===== src/hdl/gq_pkg.sv =====
// Shared constants, types and controller/datapath handshake structs of the gray quantizer.
`timescale 1ns / 1ps
`default_nettype none

package gq_pkg;

   localparam int COLOR_W     = 8;
   localparam int TONE_W      = 9;
   localparam int LUM_W       = 18;
   localparam int DIV_W       = 18;
   localparam int DIV_SHORT_W = 10;
   localparam int MUL_W       = 19;
   localparam int RECIP_W     = 20;
   localparam int RECIP_SHIFT = 29;
   localparam int PROD_W      = MUL_W + RECIP_W;
   localparam int QUOT_W      = PROD_W - RECIP_SHIFT;

   // ceil(2^29 / 1000): exact floor(x / 1000) for every x below 2^19
   localparam logic [RECIP_W-1:0] RECIP_MILLI = 20'd536871;

   localparam logic [LUM_W-1:0] COEF_RED    = 18'd299;
   localparam logic [LUM_W-1:0] COEF_GREEN  = 18'd587;
   localparam logic [LUM_W-1:0] COEF_BLUE   = 18'd114;
   localparam logic [LUM_W-1:0] MILLI       = 18'd1000;
   localparam logic [LUM_W-1:0] HALF_MILLI  = 18'd500;

   localparam logic [TONE_W-1:0]  TONES_FULL = 9'd256;
   localparam logic [COLOR_W-1:0] GRAY_MAX   = 8'd255;

   typedef logic [COLOR_W-1:0] color_type;
   typedef logic [TONE_W-1:0]  tone_type;
   typedef logic [LUM_W-1:0]   lum_type;

   typedef enum logic [1:0] {
      MUL_LUM,
      MUL_DIFF,
      MUL_HALF
   } mul_sel_type;

   typedef struct packed {
      logic        load_in;
      mul_sel_type mul_sel;
      logic        set_gray;
      logic        set_pos;
      logic        div_start;
      logic        div_short;
      logic        set_w;
      logic        set_half;
      logic        set_center;
      logic        load_out;
      logic        out_binned;
   } gq_cmd_type;

   typedef struct packed {
      logic op;
      logic tones_ge_span;
      logic pos_below_min;
      logic idx_out;
      logic div_done;
      logic out_busy;
   } gq_status_type;

endpackage

`default_nettype wire


===== src/hdl/gq_channels.sv =====
// Valid/ready channel interfaces: pixel requests, gray responses and the tone-count write port.
`timescale 1ns / 1ps
`default_nettype none

interface gq_req_if import gq_pkg::*; ();
   logic      valid;
   logic      ready;
   logic      op;
   logic      first;
   color_type red;
   color_type green;
   color_type blue;

   modport source (output valid, output op, output first, output red, output green,
                   output blue, input ready);
   modport sink   (input valid, input op, input first, input red, input green,
                   input blue, output ready);
endinterface

interface gq_rsp_if import gq_pkg::*; ();
   logic      valid;
   logic      ready;
   color_type gray;
   logic      binned;

   modport source (output valid, output gray, output binned, input ready);
   modport sink   (input valid, input gray, input binned, output ready);
endinterface

interface gq_csr_if import gq_pkg::*; ();
   logic     valid;
   logic     ready;
   tone_type data;

   modport source (output valid, output data, input ready);
   modport sink   (input valid, input data, output ready);
endinterface

`default_nettype wire


===== src/hdl/gq_divider.sv =====
// Iterative restoring divider, two quotient bits per cycle, with a short mode for narrow dividends.
`timescale 1ns / 1ps
`default_nettype none

module gq_divider import gq_pkg::*; (
   input  logic             clock,
   input  logic             reset,
   input  logic             start,
   input  logic             short_mode,
   input  logic [DIV_W-1:0] dividend,
   input  logic [DIV_W-1:0] divisor,
   output logic             done,
   output logic [DIV_W-1:0] quotient,
   output logic [DIV_W-1:0] remainder
);

   localparam int CNT_W = $clog2(DIV_W / 2);

   logic             busy_ff, busy_in;
   logic             done_ff, done_in;
   logic [CNT_W-1:0] cnt_ff, cnt_in;
   logic [DIV_W-1:0] quo_ff, quo_in;
   logic [DIV_W-1:0] rem_ff, rem_in;
   logic [DIV_W-1:0] div_ff, div_in;
   logic [DIV_W:0]   step_a, step_b;

   // one restoring step: returns {quotient bit, new partial remainder}
   function automatic logic [DIV_W:0] div_step(input logic [DIV_W-1:0] rem,
                                                input logic             bit_in,
                                                input logic [DIV_W-1:0] den);
      logic [DIV_W:0] trial;
      logic [DIV_W:0] result;
      trial = {rem, bit_in};
      if (trial >= {1'b0, den}) begin
         result = {1'b1, DIV_W'(trial - {1'b0, den})};
      end else begin
         result = {1'b0, trial[DIV_W-1:0]};
      end
      return result;
   endfunction

   always_comb begin
      step_a  = div_step(rem_ff, quo_ff[DIV_W-1], div_ff);
      step_b  = div_step(step_a[DIV_W-1:0], quo_ff[DIV_W-2], div_ff);
      busy_in = busy_ff;
      done_in = 1'b0;
      cnt_in  = cnt_ff;
      quo_in  = quo_ff;
      rem_in  = rem_ff;
      div_in  = div_ff;
      if (start) begin
         busy_in = 1'b1;
         rem_in  = '0;
         div_in  = divisor;
         if (short_mode) begin
            // left-align the narrow dividend so fewer steps finish it
            quo_in = dividend << (DIV_W - DIV_SHORT_W);
            cnt_in = CNT_W'(DIV_SHORT_W / 2 - 1);
         end else begin
            quo_in = dividend;
            cnt_in = CNT_W'(DIV_W / 2 - 1);
         end
      end else if (busy_ff) begin
         rem_in = step_b[DIV_W-1:0];
         quo_in = {quo_ff[DIV_W-3:0], step_a[DIV_W], step_b[DIV_W]};
         cnt_in = cnt_ff - CNT_W'(1);
         if (cnt_ff == '0) begin
            busy_in = 1'b0;
            done_in = 1'b1;
         end
      end
   end

   always_ff @(posedge clock) begin
      if (reset) begin
         busy_ff <= 1'b0;
         done_ff <= 1'b0;
         cnt_ff  <= '0;
      end else begin
         busy_ff <= busy_in;
         done_ff <= done_in;
         cnt_ff  <= cnt_in;
      end
      quo_ff <= quo_in;
      rem_ff <= rem_in;
      div_ff <= div_in;
   end

   assign done      = done_ff;
   assign quotient  = quo_ff;
   assign remainder = rem_ff;

endmodule

`default_nettype wire


===== src/hdl/gq_datapath.sv =====
// Datapath: luminance, reciprocal-multiply by 1000, min/max tracking, bin math and output register.
`timescale 1ns / 1ps
`default_nettype none

module gq_datapath import gq_pkg::*; (
   input  logic          clock,
   input  logic          reset,
   input  gq_cmd_type    cmd,
   output gq_status_type status,
   input  logic          req_op,
   input  logic          req_first,
   input  color_type     req_red,
   input  color_type     req_green,
   input  color_type     req_blue,
   input  logic          csr_valid,
   input  tone_type      csr_data,
   output logic          rsp_valid,
   input  logic          rsp_ready,
   output color_type     rsp_gray,
   output logic          rsp_binned
);

   logic              op_ff, op_in;
   logic              first_ff, first_in;
   lum_type           lum_ff, lum_in;
   logic [PROD_W-1:0] prod_ff, prod_in;
   color_type         gray_ff, gray_in;
   lum_type           min_ff, min_in;
   lum_type           max_ff, max_in;
   lum_type           diff_ff, diff_in;
   lum_type           pos_ff, pos_in;
   lum_type           wk_ff, wk_in;
   lum_type           wh_ff, wh_in;
   logic [MUL_W-1:0]  half_ff, half_in;
   color_type         center_ff, center_in;
   tone_type          tone_count_ff, tone_count_in;
   logic              rsp_valid_ff, rsp_valid_in;
   color_type         rsp_gray_ff, rsp_gray_in;
   logic              rsp_binned_ff, rsp_binned_in;

   logic [MUL_W-1:0]  mul_x;
   logic [QUOT_W-1:0] milli_quot;
   tone_type          tones;
   tone_type          span;
   tone_type          w_quot;
   logic [DIV_W-1:0]  div_dividend, div_divisor, div_quot, div_rem;
   logic              div_done;

   gq_divider u_gq_divider (
      .clock      (clock),
      .reset      (reset),
      .start      (cmd.div_start),
      .short_mode (cmd.div_short),
      .dividend   (div_dividend),
      .divisor    (div_divisor),
      .done       (div_done),
      .quotient   (div_quot),
      .remainder  (div_rem)
   );

   always_comb begin
      case (cmd.mul_sel)
         MUL_LUM:  mul_x = MUL_W'(lum_ff);
         MUL_DIFF: mul_x = MUL_W'(diff_ff);
         MUL_HALF: mul_x = half_ff;
         default:  mul_x = MUL_W'(lum_ff);
      endcase
   end

   assign prod_in    = PROD_W'(mul_x) * PROD_W'(RECIP_MILLI);
   assign milli_quot = prod_ff[PROD_W-1:RECIP_SHIFT];
   assign tones      = (tone_count_ff == '0) ? TONES_FULL : tone_count_ff;
   assign span       = TONE_W'(milli_quot) + TONE_W'(1);
   assign w_quot     = div_quot[TONE_W-1:0];

   assign div_dividend = cmd.div_short ? DIV_W'(span) : DIV_W'(pos_ff - min_ff);
   assign div_divisor  = cmd.div_short ? DIV_W'(tones) : DIV_W'(wk_ff);

   always_comb begin
      op_in         = op_ff;
      first_in      = first_ff;
      lum_in        = lum_ff;
      gray_in       = gray_ff;
      min_in        = min_ff;
      max_in        = max_ff;
      diff_in       = diff_ff;
      pos_in        = pos_ff;
      wk_in         = wk_ff;
      wh_in         = wh_ff;
      half_in       = half_ff;
      center_in     = center_ff;
      tone_count_in = csr_valid ? csr_data : tone_count_ff;
      rsp_valid_in  = rsp_valid_ff & ~rsp_ready;
      rsp_gray_in   = rsp_gray_ff;
      rsp_binned_in = rsp_binned_ff;

      if (cmd.load_in) begin
         op_in    = req_op;
         first_in = req_first;
         lum_in   = LUM_W'(req_red) * COEF_RED + LUM_W'(req_green) * COEF_GREEN
                    + LUM_W'(req_blue) * COEF_BLUE;
      end
      if (cmd.set_gray) begin
         gray_in = milli_quot[COLOR_W-1:0];
         diff_in = (max_ff >= min_ff) ? max_ff - min_ff : '0;
         // the first flag restarts tracking only in the analysis pass
         if (!op_ff) begin
            if (first_ff) begin
               min_in = lum_ff;
               max_in = lum_ff;
            end else begin
               if (lum_ff < min_ff) min_in = lum_ff;
               if (lum_ff > max_ff) max_in = lum_ff;
            end
         end
      end
      if (cmd.set_pos) begin
         pos_in = LUM_W'(gray_ff) * MILLI + HALF_MILLI;
      end
      if (cmd.set_w) begin
         wk_in = LUM_W'(w_quot) * MILLI;
         wh_in = (LUM_W'(w_quot) - LUM_W'(1)) * HALF_MILLI;
      end
      // pos - remainder equals min + idx * width * 1000, so the center needs no multiply by idx
      if (cmd.set_half) begin
         half_in = MUL_W'(pos_ff) - MUL_W'(div_rem) + MUL_W'(wh_ff);
      end
      if (cmd.set_center) begin
         center_in = (milli_quot > QUOT_W'(GRAY_MAX)) ? GRAY_MAX : milli_quot[COLOR_W-1:0];
      end
      if (cmd.load_out) begin
         rsp_valid_in  = 1'b1;
         rsp_gray_in   = cmd.out_binned ? center_ff : gray_ff;
         rsp_binned_in = cmd.out_binned;
      end
   end

   always_ff @(posedge clock) begin
      if (reset) begin
         min_ff        <= '0;
         max_ff        <= '0;
         tone_count_ff <= '0;
         rsp_valid_ff  <= 1'b0;
      end else begin
         min_ff        <= min_in;
         max_ff        <= max_in;
         tone_count_ff <= tone_count_in;
         rsp_valid_ff  <= rsp_valid_in;
      end
      op_ff         <= op_in;
      first_ff      <= first_in;
      lum_ff        <= lum_in;
      prod_ff       <= prod_in;
      gray_ff       <= gray_in;
      diff_ff       <= diff_in;
      pos_ff        <= pos_in;
      wk_ff         <= wk_in;
      wh_ff         <= wh_in;
      half_ff       <= half_in;
      center_ff     <= center_in;
      rsp_gray_ff   <= rsp_gray_in;
      rsp_binned_ff <= rsp_binned_in;
   end

   assign status.op            = op_ff;
   assign status.tones_ge_span = (tones >= span);
   assign status.pos_below_min = (pos_ff < min_ff);
   assign status.idx_out       = (div_quot >= DIV_W'(tones));
   assign status.div_done      = div_done;
   assign status.out_busy      = rsp_valid_ff & ~rsp_ready;

   assign rsp_valid  = rsp_valid_ff;
   assign rsp_gray   = rsp_gray_ff;
   assign rsp_binned = rsp_binned_ff;

endmodule

`default_nettype wire


===== src/hdl/gq_ctrl.sv =====
// Controller: sequences the analysis and quantize steps of one item through the datapath.
`timescale 1ns / 1ps
`default_nettype none

module gq_ctrl import gq_pkg::*; (
   input  logic          clock,
   input  logic          reset,
   input  logic          req_valid,
   output logic          req_ready,
   input  gq_status_type status,
   output gq_cmd_type    cmd
);

   typedef enum logic [3:0] {
      S_IDLE,
      S_MUL_LUM,
      S_GRAY,
      S_MUL_SPAN,
      S_SPAN,
      S_W_DIV,
      S_IDX_START,
      S_IDX_DIV,
      S_MUL_HALF,
      S_CENTER,
      S_DONE
   } state_type;

   state_type state_ff, state_in;
   logic      binned_ff, binned_in;

   always_comb begin
      state_in  = state_ff;
      binned_in = binned_ff;
      cmd       = '0;
      case (state_ff)
         S_IDLE: begin
            if (req_valid) begin
               cmd.load_in = 1'b1;
               binned_in   = 1'b0;
               state_in    = S_MUL_LUM;
            end
         end
         S_MUL_LUM: begin
            cmd.mul_sel = MUL_LUM;
            state_in    = S_GRAY;
         end
         S_GRAY: begin
            cmd.set_gray = 1'b1;
            state_in     = status.op ? S_MUL_SPAN : S_DONE;
         end
         S_MUL_SPAN: begin
            cmd.mul_sel = MUL_DIFF;
            cmd.set_pos = 1'b1;
            state_in    = S_SPAN;
         end
         S_SPAN: begin
            // enough tones to cover the span: keep plain gray
            if (status.tones_ge_span) begin
               state_in = S_DONE;
            end else begin
               cmd.div_start = 1'b1;
               cmd.div_short = 1'b1;
               state_in      = S_W_DIV;
            end
         end
         S_W_DIV: begin
            if (status.div_done) begin
               cmd.set_w = 1'b1;
               state_in  = status.pos_below_min ? S_DONE : S_IDX_START;
            end
         end
         S_IDX_START: begin
            cmd.div_start = 1'b1;
            state_in      = S_IDX_DIV;
         end
         S_IDX_DIV: begin
            if (status.div_done) begin
               // past the last interval: keep plain gray
               if (status.idx_out) begin
                  state_in = S_DONE;
               end else begin
                  cmd.set_half = 1'b1;
                  state_in     = S_MUL_HALF;
               end
            end
         end
         S_MUL_HALF: begin
            cmd.mul_sel = MUL_HALF;
            state_in    = S_CENTER;
         end
         S_CENTER: begin
            cmd.set_center = 1'b1;
            binned_in      = 1'b1;
            state_in       = S_DONE;
         end
         S_DONE: begin
            // hold until the output register frees up
            if (!status.out_busy) begin
               cmd.load_out   = 1'b1;
               cmd.out_binned = binned_ff;
               state_in       = S_IDLE;
            end
         end
         default: begin
            state_in = S_IDLE;
         end
      endcase
   end

   always_ff @(posedge clock) begin
      if (reset) begin
         state_ff  <= S_IDLE;
         binned_ff <= 1'b0;
      end else begin
         state_ff  <= state_in;
         binned_ff <= binned_in;
      end
   end

   assign req_ready = (state_ff == S_IDLE);

endmodule

`default_nettype wire


===== src/hdl/gray_quantizer.sv =====
// Gray quantizer top level: one item is in work at a time, and the next is taken only once
// the controller is idle again. Quantize pass items go through the shared divider twice,
// once for the bin width and once for the bin index, and so take longest.
// Items that stay plain gray leave early. A result waiting in the output register
// stalls the next one only at its final step.
// Synchronous reset clears min/max luminance and tone count to zero; no clearing pass.
`timescale 1ns / 1ps
`default_nettype none

module gray_quantizer import gq_pkg::*; (
   input  logic     clock,
   input  logic     reset,
   gq_req_if.sink   req_ch,
   gq_rsp_if.source rsp_ch,
   gq_csr_if.sink   csr_ch
);

   gq_cmd_type    cmd;
   gq_status_type status;

   assign csr_ch.ready = 1'b1;

   gq_ctrl u_gq_ctrl (
      .clock     (clock),
      .reset     (reset),
      .req_valid (req_ch.valid),
      .req_ready (req_ch.ready),
      .status    (status),
      .cmd       (cmd)
   );

   gq_datapath u_gq_datapath (
      .clock      (clock),
      .reset      (reset),
      .cmd        (cmd),
      .status     (status),
      .req_op     (req_ch.op),
      .req_first  (req_ch.first),
      .req_red    (req_ch.red),
      .req_green  (req_ch.green),
      .req_blue   (req_ch.blue),
      .csr_valid  (csr_ch.valid),
      .csr_data   (csr_ch.data),
      .rsp_valid  (rsp_ch.valid),
      .rsp_ready  (rsp_ch.ready),
      .rsp_gray   (rsp_ch.gray),
      .rsp_binned (rsp_ch.binned)
   );

endmodule

`default_nettype wire


===== src/flat_wrapper.sv =====
// flat-port wrapper written by rule: the top's interface ports become plain ports
module gray_quantizer_flat import gq_pkg::*;
  (clock, reset, req_ch_valid, req_ch_op, req_ch_first, req_ch_red, req_ch_green, req_ch_blue, req_ch_ready, rsp_ch_valid, rsp_ch_gray, rsp_ch_binned, rsp_ch_ready, csr_ch_valid, csr_ch_data, csr_ch_ready);
  gq_req_if req_ch_i ();
  gq_rsp_if rsp_ch_i ();
  gq_csr_if csr_ch_i ();
  input  logic clock;
  input  logic reset;
  input wire logic [$bits(req_ch_i.valid)-1:0] req_ch_valid;
  input wire logic [$bits(req_ch_i.op)-1:0] req_ch_op;
  input wire logic [$bits(req_ch_i.first)-1:0] req_ch_first;
  input wire logic [$bits(req_ch_i.red)-1:0] req_ch_red;
  input wire logic [$bits(req_ch_i.green)-1:0] req_ch_green;
  input wire logic [$bits(req_ch_i.blue)-1:0] req_ch_blue;
  output wire logic [$bits(req_ch_i.ready)-1:0] req_ch_ready;
  output wire logic [$bits(rsp_ch_i.valid)-1:0] rsp_ch_valid;
  output wire logic [$bits(rsp_ch_i.gray)-1:0] rsp_ch_gray;
  output wire logic [$bits(rsp_ch_i.binned)-1:0] rsp_ch_binned;
  input wire logic [$bits(rsp_ch_i.ready)-1:0] rsp_ch_ready;
  input wire logic [$bits(csr_ch_i.valid)-1:0] csr_ch_valid;
  input wire logic [$bits(csr_ch_i.data)-1:0] csr_ch_data;
  output wire logic [$bits(csr_ch_i.ready)-1:0] csr_ch_ready;
  assign req_ch_i.valid = req_ch_valid;
  assign req_ch_i.op = req_ch_op;
  assign req_ch_i.first = req_ch_first;
  assign req_ch_i.red = req_ch_red;
  assign req_ch_i.green = req_ch_green;
  assign req_ch_i.blue = req_ch_blue;
  assign req_ch_ready = req_ch_i.ready;
  assign rsp_ch_valid = rsp_ch_i.valid;
  assign rsp_ch_gray = rsp_ch_i.gray;
  assign rsp_ch_binned = rsp_ch_i.binned;
  assign rsp_ch_i.ready = rsp_ch_ready;
  assign csr_ch_i.valid = csr_ch_valid;
  assign csr_ch_i.data = csr_ch_data;
  assign csr_ch_ready = csr_ch_i.ready;
  gray_quantizer u_core (.clock(clock), .reset(reset), .req_ch(req_ch_i), .rsp_ch(rsp_ch_i), .csr_ch(csr_ch_i));
endmodule

===== config.mk =====
export PLATFORM = sky130hd
export DESIGN_NAME = gray_quantizer_flat
export DESIGN_NICKNAME = d
export VERILOG_FILES = /design/src/hdl/gq_pkg.sv /design/src/hdl/gq_channels.sv /design/src/hdl/gq_divider.sv /design/src/hdl/gq_datapath.sv /design/src/hdl/gq_ctrl.sv /design/src/hdl/gray_quantizer.sv /design/src/flat_wrapper.sv
export SDC_FILE = /design/constraint.sdc
export NUM_CORES = 1
export LEC_CHECK = 0
export ABC_AREA = 1
export BUFFER_PORTS_ARGS = -buffer_cell sky130_fd_sc_hd__buf_2
export CAP_MARGIN = 20
export CORE_MARGIN = 8
export CORE_UTILIZATION = 50
export DETAILED_ROUTE_END_ITERATION = 8
export PLACE_DENSITY_LB_ADDON = 0.12
export REMOVE_ABC_BUFFERS = 1
export SKIP_CTS_REPAIR_TIMING = 1
export SLEW_MARGIN = 20
export SYNTH_ARGS = -nofsm -noshare
export SYNTH_HDL_FRONTEND = slang
export SYNTH_SLANG_ARGS = --single-unit

===== constraint.sdc =====
create_clock -name clock -period 9.7 [get_ports clock]
set_input_delay 0.485 -clock clock [delete_from_list [all_inputs] [get_ports clock]]
set_output_delay 0.485 -clock clock [all_outputs]
set_load 0.02 [all_outputs]

==> out/results.txt, run 1 <==
Status -> finished clean
H-tree depth -> 1
Primary FF master, synth -> edfxtp_1
EDFF count, synth -> 164
Area growth, synth to finish -> 7.019%
Remaining DRCs -> 0
Slew @ Worst Pin -> 1061 ps
RSZ-0062 raised after global routing -> no
First-pass GRT wire length -> 121.3 mm
CTS buffer count -> 31
Routed len/inst -> 17.00 µm
Total core area -> 60470 µm²
Syn avg cell area -> 8.457 µm²
Max_slew headroom -> 0.2920
CTS tree -> built
Initial antenna violation count -> 0
Starting Density -> 0.5058
Final worst-path cycle share -> 0.7650
Die Span Y -> 263.3 µm
Setup Total Neg Slack -> 0 ps
Startpoint type of the worst setup path -> flip-flop
GRT Residual Overflow -> 0
Total GRT Usage -> 0.2165
Fmax -> 134.8 MHz
CP endpoint kind -> flip-flop
Post-Synthesis Cells -> 3617
Worst skew pair latency -> 610 ps
Routed WL -> 75.99 mm
Commonest non-fill, non-tap cell in the layout -> inv_1
Clock-pin slew on the worst setup and hold paths -> 60 ps
# port buffers -> 50
Via density per instance -> 5.163
Netlist Area Pre-Place -> 30590 µm²
Antenna-violating nets left -> 0
Max Cap Violations -> 0
Minimum clock period -> 7420 ps
Worst Hold Class -> primary input to flip-flop
Post-synth cell types -> 66
Final Max Slew Viols -> 0
Worst EP arrival -> 7910 ps
Worst Setup Path Type -> flip-flop to flip-flop
Crit Path Max Fanout -> 24
Commonest cells after routing, fill and taps aside -> inv_1 (777), nand2_1 (563), ha_1 (526)
Via count -> 23090
Die width -> 263.3 µm
Clk sink count -> 249
Final Hold Vio Count -> 0
Gpl congestion -> 0.9229
I/O pin count -> 52
Die ar. -> 69350 µm²
Fin area -> 32740 µm²
Vias in the first global route -> 22810
Asr flop ratio synth -> 0
Clk_skew -> 36.42 ps
# setup viols final -> 0
Nets -> 4481
Maximum clock path buffer count -> 3
Row count -> 90
DRT iter0 DRCs -> 1542
#FFs+latches synth -> 249
Yosys warns -> 0
Area after DPL -> 31660 µm²
Critical Path RT -> 10190 ps
Hpwl dp -> 63.99 mm
Drt pass-1 iters -> 6
Clock root cell -> clkbuf_16
Leading area contributor after synthesis -> ha_1
Layout cells sized above 1 -> 0.05991
Top cell type's share of synthesized area -> 0.2152
Sequential share of the synthesized area -> 0.2166
Pin count of the biggest net entering global routing -> 50
Diode count -> 0
Top cells by area, synth -> ha_1 (22%), fa_1 (16%), edfxtp_1 (16%)
cell usage after synthesis (7+ instances only):
| cell | n |
|---|---|
| nor2_1 | 227 |
| nand2_2 | 20 |
| nor3_1 | 28 |
| o2111ai_1 | 7 |
| nand2_1 | 563 |
| nand3b_1 | 17 |
| o21ai_0 | 150 |
| edfxtp_1 | 164 |
| nand4_1 | 31 |
| o31ai_1 | 7 |
| a21o_1 | 12 |
| o21a_1 | 9 |
| buf_4 | 8 |
| buf_2 | 11 |
| nand3_1 | 126 |
| dfxtp_1 | 85 |
| fa_1 | 251 |
| nand3_2 | 22 |
| xor2_1 | 105 |
| nor4_1 | 12 |
| nor2_2 | 9 |
| a21oi_1 | 224 |
| a221o_1 | 12 |
| or2_2 | 11 |
| o211ai_1 | 7 |
| inv_2 | 15 |
| inv_1 | 777 |
| clkbuf_1 | 23 |
| a31oi_1 | 15 |
| xnor2_1 | 49 |
| o21ai_1 | 9 |
| o21bai_1 | 14 |
| nand2_4 | 8 |
| ha_1 | 526 |
worst paths after layout:
| check | startpoint | to | slack, ps | cells after the start |
|---|---|---|---|---|
| worst max-delay path | u_core.u_gq_ctrl.state_ff[0]$_SDFFE_PP0P_ | u_core.u_gq_datapath.prod_ff[37]$_DFF_P_ | 2280 | 27 |
| worst min-delay path | req_ch_first | u_core.u_gq_datapath.first_ff$_DFFE_PP_ | 90 | 1 |
| worst max register to register | u_core.u_gq_ctrl.state_ff[0]$_SDFFE_PP0P_ | u_core.u_gq_datapath.prod_ff[37]$_DFF_P_ | 2280 | 27 |
| worst min register to register | u_core.u_gq_datapath.min_ff[14]$_SDFFE_PP0P_ | u_core.u_gq_datapath.min_ff[14]$_SDFFE_PP0P_ | 480 | 2 |
through the flow:
step	hold slack, ps	worst slack [ps]	util	instances
2_1_floorplan	430.8	2603	-	3569
6_report	85.33	2280	0.5413	4471
3_3_place_gp	462.1	2370	0.5236	4413
5_1_grt	51.28	1759	0.5413	4471
3_5_place_dp	472.0	2319	0.5236	4413
4_1_cts	50.08	2305	0.5413	4471
layout make-up:
cell class                 instances  area (µm²)
clock buffer                      34       787.0
clock inverter                    24       286.5
fill                            5763       27740
inverter                         794        2984
multi-input combinational       2526       20730
sequential                       249        6626
tap                              782       978.4
timing repair buffer              62       340.3
layer usage:
metal  vias up  track usage  share of wire  routed length [µm]
li1      11770            -              -                   -
met1     10830       0.3031           0.48               36450
met2       419       0.3620           0.46               34980
met3        68      0.02442          0.043                3266
met4         0      0.04051          0.017                1299
met5         -            0              0                   0
cell families after synthesis:
kind of cell / count (synthesis) / share of synthesized area
adder cells (fa/ha/maj): 777 / 0.3794
buffers and inverters: 842 / 0.1060
other: 1 / 0.0001226
AO/OA/AOI/OAI: 503 / 0.09400
XOR/XNOR: 154 / 0.04410
flip-flops: 249 / 0.2166
AND/OR/NAND/NOR: 1091 / 0.1597
critical path, cell delays in order, from the launching register on:
cell and delay, ps:
dfxtp_1 410, nand2_1 160, nor2_1 130, buf_4 250, inv_1 100, ha_1 600, inv_1 400, o21ai_0 540
inv_1 140, fa_1 480, fa_1 500, inv_1 60, fa_1 490, fa_1 530, fa_1 540, inv_1 50
fa_1 530, inv_1 40, ha_1 330, a21oi_1 230, o21a_1 170, o21bai_1 70, a21oi_1 120, nand2_1 110
nand2_1 120, nand2_1 60, nand2_1 70, nand2_1 60
sequential cells by signal (all words and copies together), names as in the netlist, 4 cells and up:
signal / flops
u_core.u_gq_datapath.max_ff: 18
u_core.u_gq_datapath.lum_ff: 18
u_core.u_gq_datapath.gray_ff: 8
u_core.u_gq_datapath.u_gq_divider.quotient: 18
u_core.u_gq_datapath.center_ff: 8
u_core.u_gq_datapath.prod_ff: 10
u_core.u_gq_datapath.half_ff: 19
u_core.u_gq_datapath.wk_ff: 15
u_core.u_gq_datapath.tone_count_ff: 9
u_core.u_gq_datapath.u_gq_divider.remainder: 18
u_core.u_gq_datapath.rsp_gray: 8
u_core.u_gq_datapath.min_ff: 18
u_core.u_gq_datapath.pos_ff: 15
u_core.u_gq_datapath.wh_ff: 16
u_core.u_gq_datapath.diff_ff: 18
u_core.u_gq_ctrl.state_ff: 4
u_core.u_gq_datapath.u_gq_divider.cnt_ff: 4
u_core.u_gq_datapath.u_gq_divider.div_ff: 18
Power of run 1 is left out: the tool's default activity adds up to more than one toggle a clock period on the data nets, which glitch-free logic cannot reach.
==> inputs of run 2 (changes only) <==
--- a/config.mk
+++ b/config.mk
@@ -5,7 +5,7 @@
 export SDC_FILE = /design/constraint.sdc
 export NUM_CORES = 1
 export LEC_CHECK = 0
-export ABC_AREA = 1
+export ABC_AREA = 0
 export BUFFER_PORTS_ARGS = -buffer_cell sky130_fd_sc_hd__buf_2
 export CAP_MARGIN = 20
 export CORE_MARGIN = 8
==> constraint.sdc (replaced) <==
create_clock -name clock -period 6.6 [get_ports clock]
set_input_delay 0.33 -clock clock [delete_from_list [all_inputs] [get_ports clock]]
set_output_delay 0.33 -clock clock [all_outputs]
set_load 0.02 [all_outputs]
==> out/results.txt, run 2 <==
Status -> finished with violations (was finished clean)
Failing checks -> hold timing, setup timing
Hold_ws -> -4.321 ps (was 85.33 ps)
Total GRT Usage -> 0.2206 (was 0.2165)
Final worst-path cycle share -> 1.016 (was 0.7650)
Drt pass-1 iters -> 5 (was 6)
CP endpoint kind -> flip-flop (unchanged)
Worst skew pair latency -> 580 ps (was 610 ps)
Vias in the first global route -> 21240 (was 22810)
Layout cells sized above 1 -> 0.09779 (was 0.05991)
Clk_skew -> 18.24 ps (was 36.42 ps)
Post-synth cell types -> 92 (was 66)
Yosys warns -> 0 (unchanged)
Fin area -> 31830 µm² (was 32740 µm²)
Startpoint type of the worst setup path -> flip-flop (unchanged)
Total core area -> 57370 µm² (was 60470 µm²)
Max_slew headroom -> 0.3659 (was 0.2920)
Top cells by area, synth -> ha_1 (23%), fa_1 (17%), edfxtp_1 (17%) (was ha_1 (22%), fa_1 (16%), edfxtp_1 (16%))
Commonest cells post-synth -> inv_1 (579), ha_1 (526), fa_1 (251) (was inv_1 (777), nand2_1 (563), ha_1 (526))
Remaining DRCs -> 0 (unchanged)
Area of the multi-input gates -> 19950 µm² (was 20730 µm²)
Asr flop ratio synth -> 0 (unchanged)
Netlist Area Pre-Place -> 28840 µm² (was 30590 µm²)
Antenna-violating nets left -> 0 (unchanged)
Slew @ Worst Pin -> 947.6 ps (was 1061 ps)
Commonest cells after routing, fill and taps aside -> inv_1 (570), ha_1 (522), fa_1 (249) (was inv_1 (777), nand2_1 (563), ha_1 (526))
Gpl congestion -> 0.9220 (was 0.9229)
Starting Density -> 0.5028 (was 0.5058)
H-tree depth -> 1 (unchanged)
Final Hold Vio Count -> 2 (was 0)
Die ar. -> 65630 µm² (was 69350 µm²)
Syn avg cell area -> 9.871 µm² (was 8.457 µm²)
Initial antenna violation count -> 0 (unchanged)
CTS tree -> built (unchanged)
Fmax -> 149.1 MHz (was 134.8 MHz)
Pin count of the biggest net entering global routing -> 59 (was 50)
Nets -> 3871 (was 4481)
Sequential cell area -> 6630 µm² (was 6626 µm²)
CTS buffer count -> 30 (was 31)
Area after DPL -> 30500 µm² (was 31660 µm²)
Crit Path Max Fanout -> 4 (was 24)
Biggest register -> u_core.u_gq_datapath.half_ff (unchanged)
EDFF count, synth -> 164 (unchanged)
Diode count -> 0 (unchanged)
Post-Synthesis Cells -> 2922 (was 3617)
Commonest non-fill, non-tap cell in the layout -> inv_1 (unchanged)
Worst Setup Path Type -> flip-flop to flip-flop (unchanged)
Most frequent cell after synthesis -> inv_1 (unchanged)
Worst Hold Class -> primary input to flip-flop (unchanged)
Sequential share of the synthesized area -> 0.2297 (was 0.2166)
Final Max Slew Viols -> 0 (unchanged)
Final Non-Filler Cells -> 3843 (was 4471)
Row count -> 88 (was 90)
GRT Residual Overflow -> 0 (unchanged)
Die width -> 256.2 µm (was 263.3 µm)
Minimum clock period -> 6707 ps (was 7420 ps)
Clock root cell -> clkbuf_16 (unchanged)
#FFs+latches synth -> 249 (unchanged)
Layout filler cell count -> 5116 (was 5763)
Hpwl dp -> 62.19 mm (was 63.99 mm)
DRT iter0 DRCs -> 1069 (was 1542)
Top cell type's share of synthesized area -> 0.2282 (was 0.2152)
Die Span Y -> 256.2 µm (was 263.3 µm)
# setup viols final -> 3 (was 0)
# port buffers -> 50 (unchanged)
Routed len/inst -> 19.13 µm (was 17.00 µm)
Placed cells -> 3779 (was 4413)
Critical Path RT -> 7080 ps (was 10190 ps)
RSZ-0062 raised after global routing -> yes (was no)
Place WS -> -529.3 ps (was 2319 ps)
Via density per instance -> 5.404 (was 5.163)
Clock-pin slew on the worst setup and hold paths -> 60 ps (about the same)
Area growth, synth to finish -> 10.36% (was 7.019%)
I/O pin count -> 52 (unchanged)
Primary FF master, synth -> edfxtp_1 (unchanged)
Worst EP arrival -> 7190 ps (was 7910 ps)
Max Cap Violations -> 0 (unchanged)
Clk sink count -> 249 (unchanged)
Final Worst Setup Slack -> -106.6 ps (was 2280 ps)
Number of flip-flops in the largest register -> 19 (unchanged)
Via count -> 20770 (was 23090)
First-pass GRT wire length -> 115.9 mm (was 121.3 mm)
Routed WL -> 73.51 mm (was 75.99 mm)
Leading area contributor after synthesis -> ha_1 (unchanged)
Maximum clock path buffer count -> 3 (unchanged)
==> run 2: cell types whose count changed after synthesis, moves of 25 or more <==
cell / change
nand2_1: -449
o21a_1: +25
nor2_1: -55
xnor2_1: +63
a21o_1: +52
xor2_1: -49
o21ai_0: -56
a21oi_1: -103
mux2i_1: +67
nand3_1: -92
inv_1: -198
==> run 2: metrics by stage <==
step           TNS [ps]    util  hold slack, ps
6_report         -285.3  0.5549          -4.321
5_1_grt           -1263  0.5549           2.710
4_1_cts           -2127  0.5498          -81.72
3_5_place_dp      -1985  0.5317           481.1
3_3_place_gp      -1399  0.5317           471.5
2_1_floorplan     -5888       -           399.1
==> run 2: final cells by class <==
cell class | instances | share of cell area
multi-input cells | 2037 | 0.6269
flip-flops and latches | 249 | 0.2083
inverters | 580 | 0.06847
repair buffers | 156 | 0.03369
well taps | 765 | 0.03007
clock buffers | 46 | 0.02972
clock inverters | 10 | 0.002909
==> run 2: final timing paths <==
path / start / endpoint / slack, ps / cells past startpoint
worst min register to register: u_core.u_gq_datapath.min_ff[7]$_SDFFE_PP0P_ / u_core.u_gq_datapath.min_ff[7]$_SDFFE_PP0P_ / 490 / 2
worst min-delay path: csr_ch_data[1] / u_core.u_gq_datapath.tone_count_ff[1]$_SDFFE_PP0P_ / -4 / 3
worst max register to register: u_core.u_gq_ctrl.state_ff[0]$_SDFFE_PP0P_ / u_core.u_gq_datapath.prod_ff[35]$_DFF_P_ / -110 / 27
worst max-delay path: u_core.u_gq_ctrl.state_ff[0]$_SDFFE_PP0P_ / u_core.u_gq_datapath.prod_ff[35]$_DFF_P_ / -110 / 27
==> run 2: logic make-up (layout without fill, tap and decap cells) <==
family	Yosys count	count (layout)	synth area share
DFF	249	249	0.2297
xor gates and xnor gates	168	168	0.05101
muxes	84	84	0.03002
adders and majority gates	778	778	0.4028
other	1	1	0.0001300
AOI/OAI and AO/OA	507	507	0.1172
buffers and inverters	636	792	0.08624
and+or+nand+nor	499	499	0.08294
==> run 2: routing by layer <==
layer  part of all wire  global-route usage  wire length [µm]  vias to the layer above
met2               0.47              0.3687             34490                      392
li1                   -                   -                 -                    10130
met4              0.016             0.03950              1154                        0
met3              0.050             0.02475              3694                       68
met1               0.46              0.3098             34170                    10170
met5                  0                   0                 0                        -
==> run 2: critical path, cell delays in order (launching register included) <==
cell	delay [ps]
dfxtp_2	330
nand2_2	60
or3_4	420
inv_4	80
ha_4	150
a22oi_2	100
o21ai_2	170
inv_2	50
fa_1	500
fa_1	560
inv_2	50
fa_1	550
fa_2	450
fa_1	500
inv_2	40
fa_1	470
inv_1	40
ha_2	160
or3_4	380
nor3_4	170
a211oi_2	110
or4b_4	560
o2111ai_4	100
buf_4	150
buf_6	90
nand2b_4	50
a21oi_2	150
xnor2_1	160
Power of run 2 is left out for the same reason.
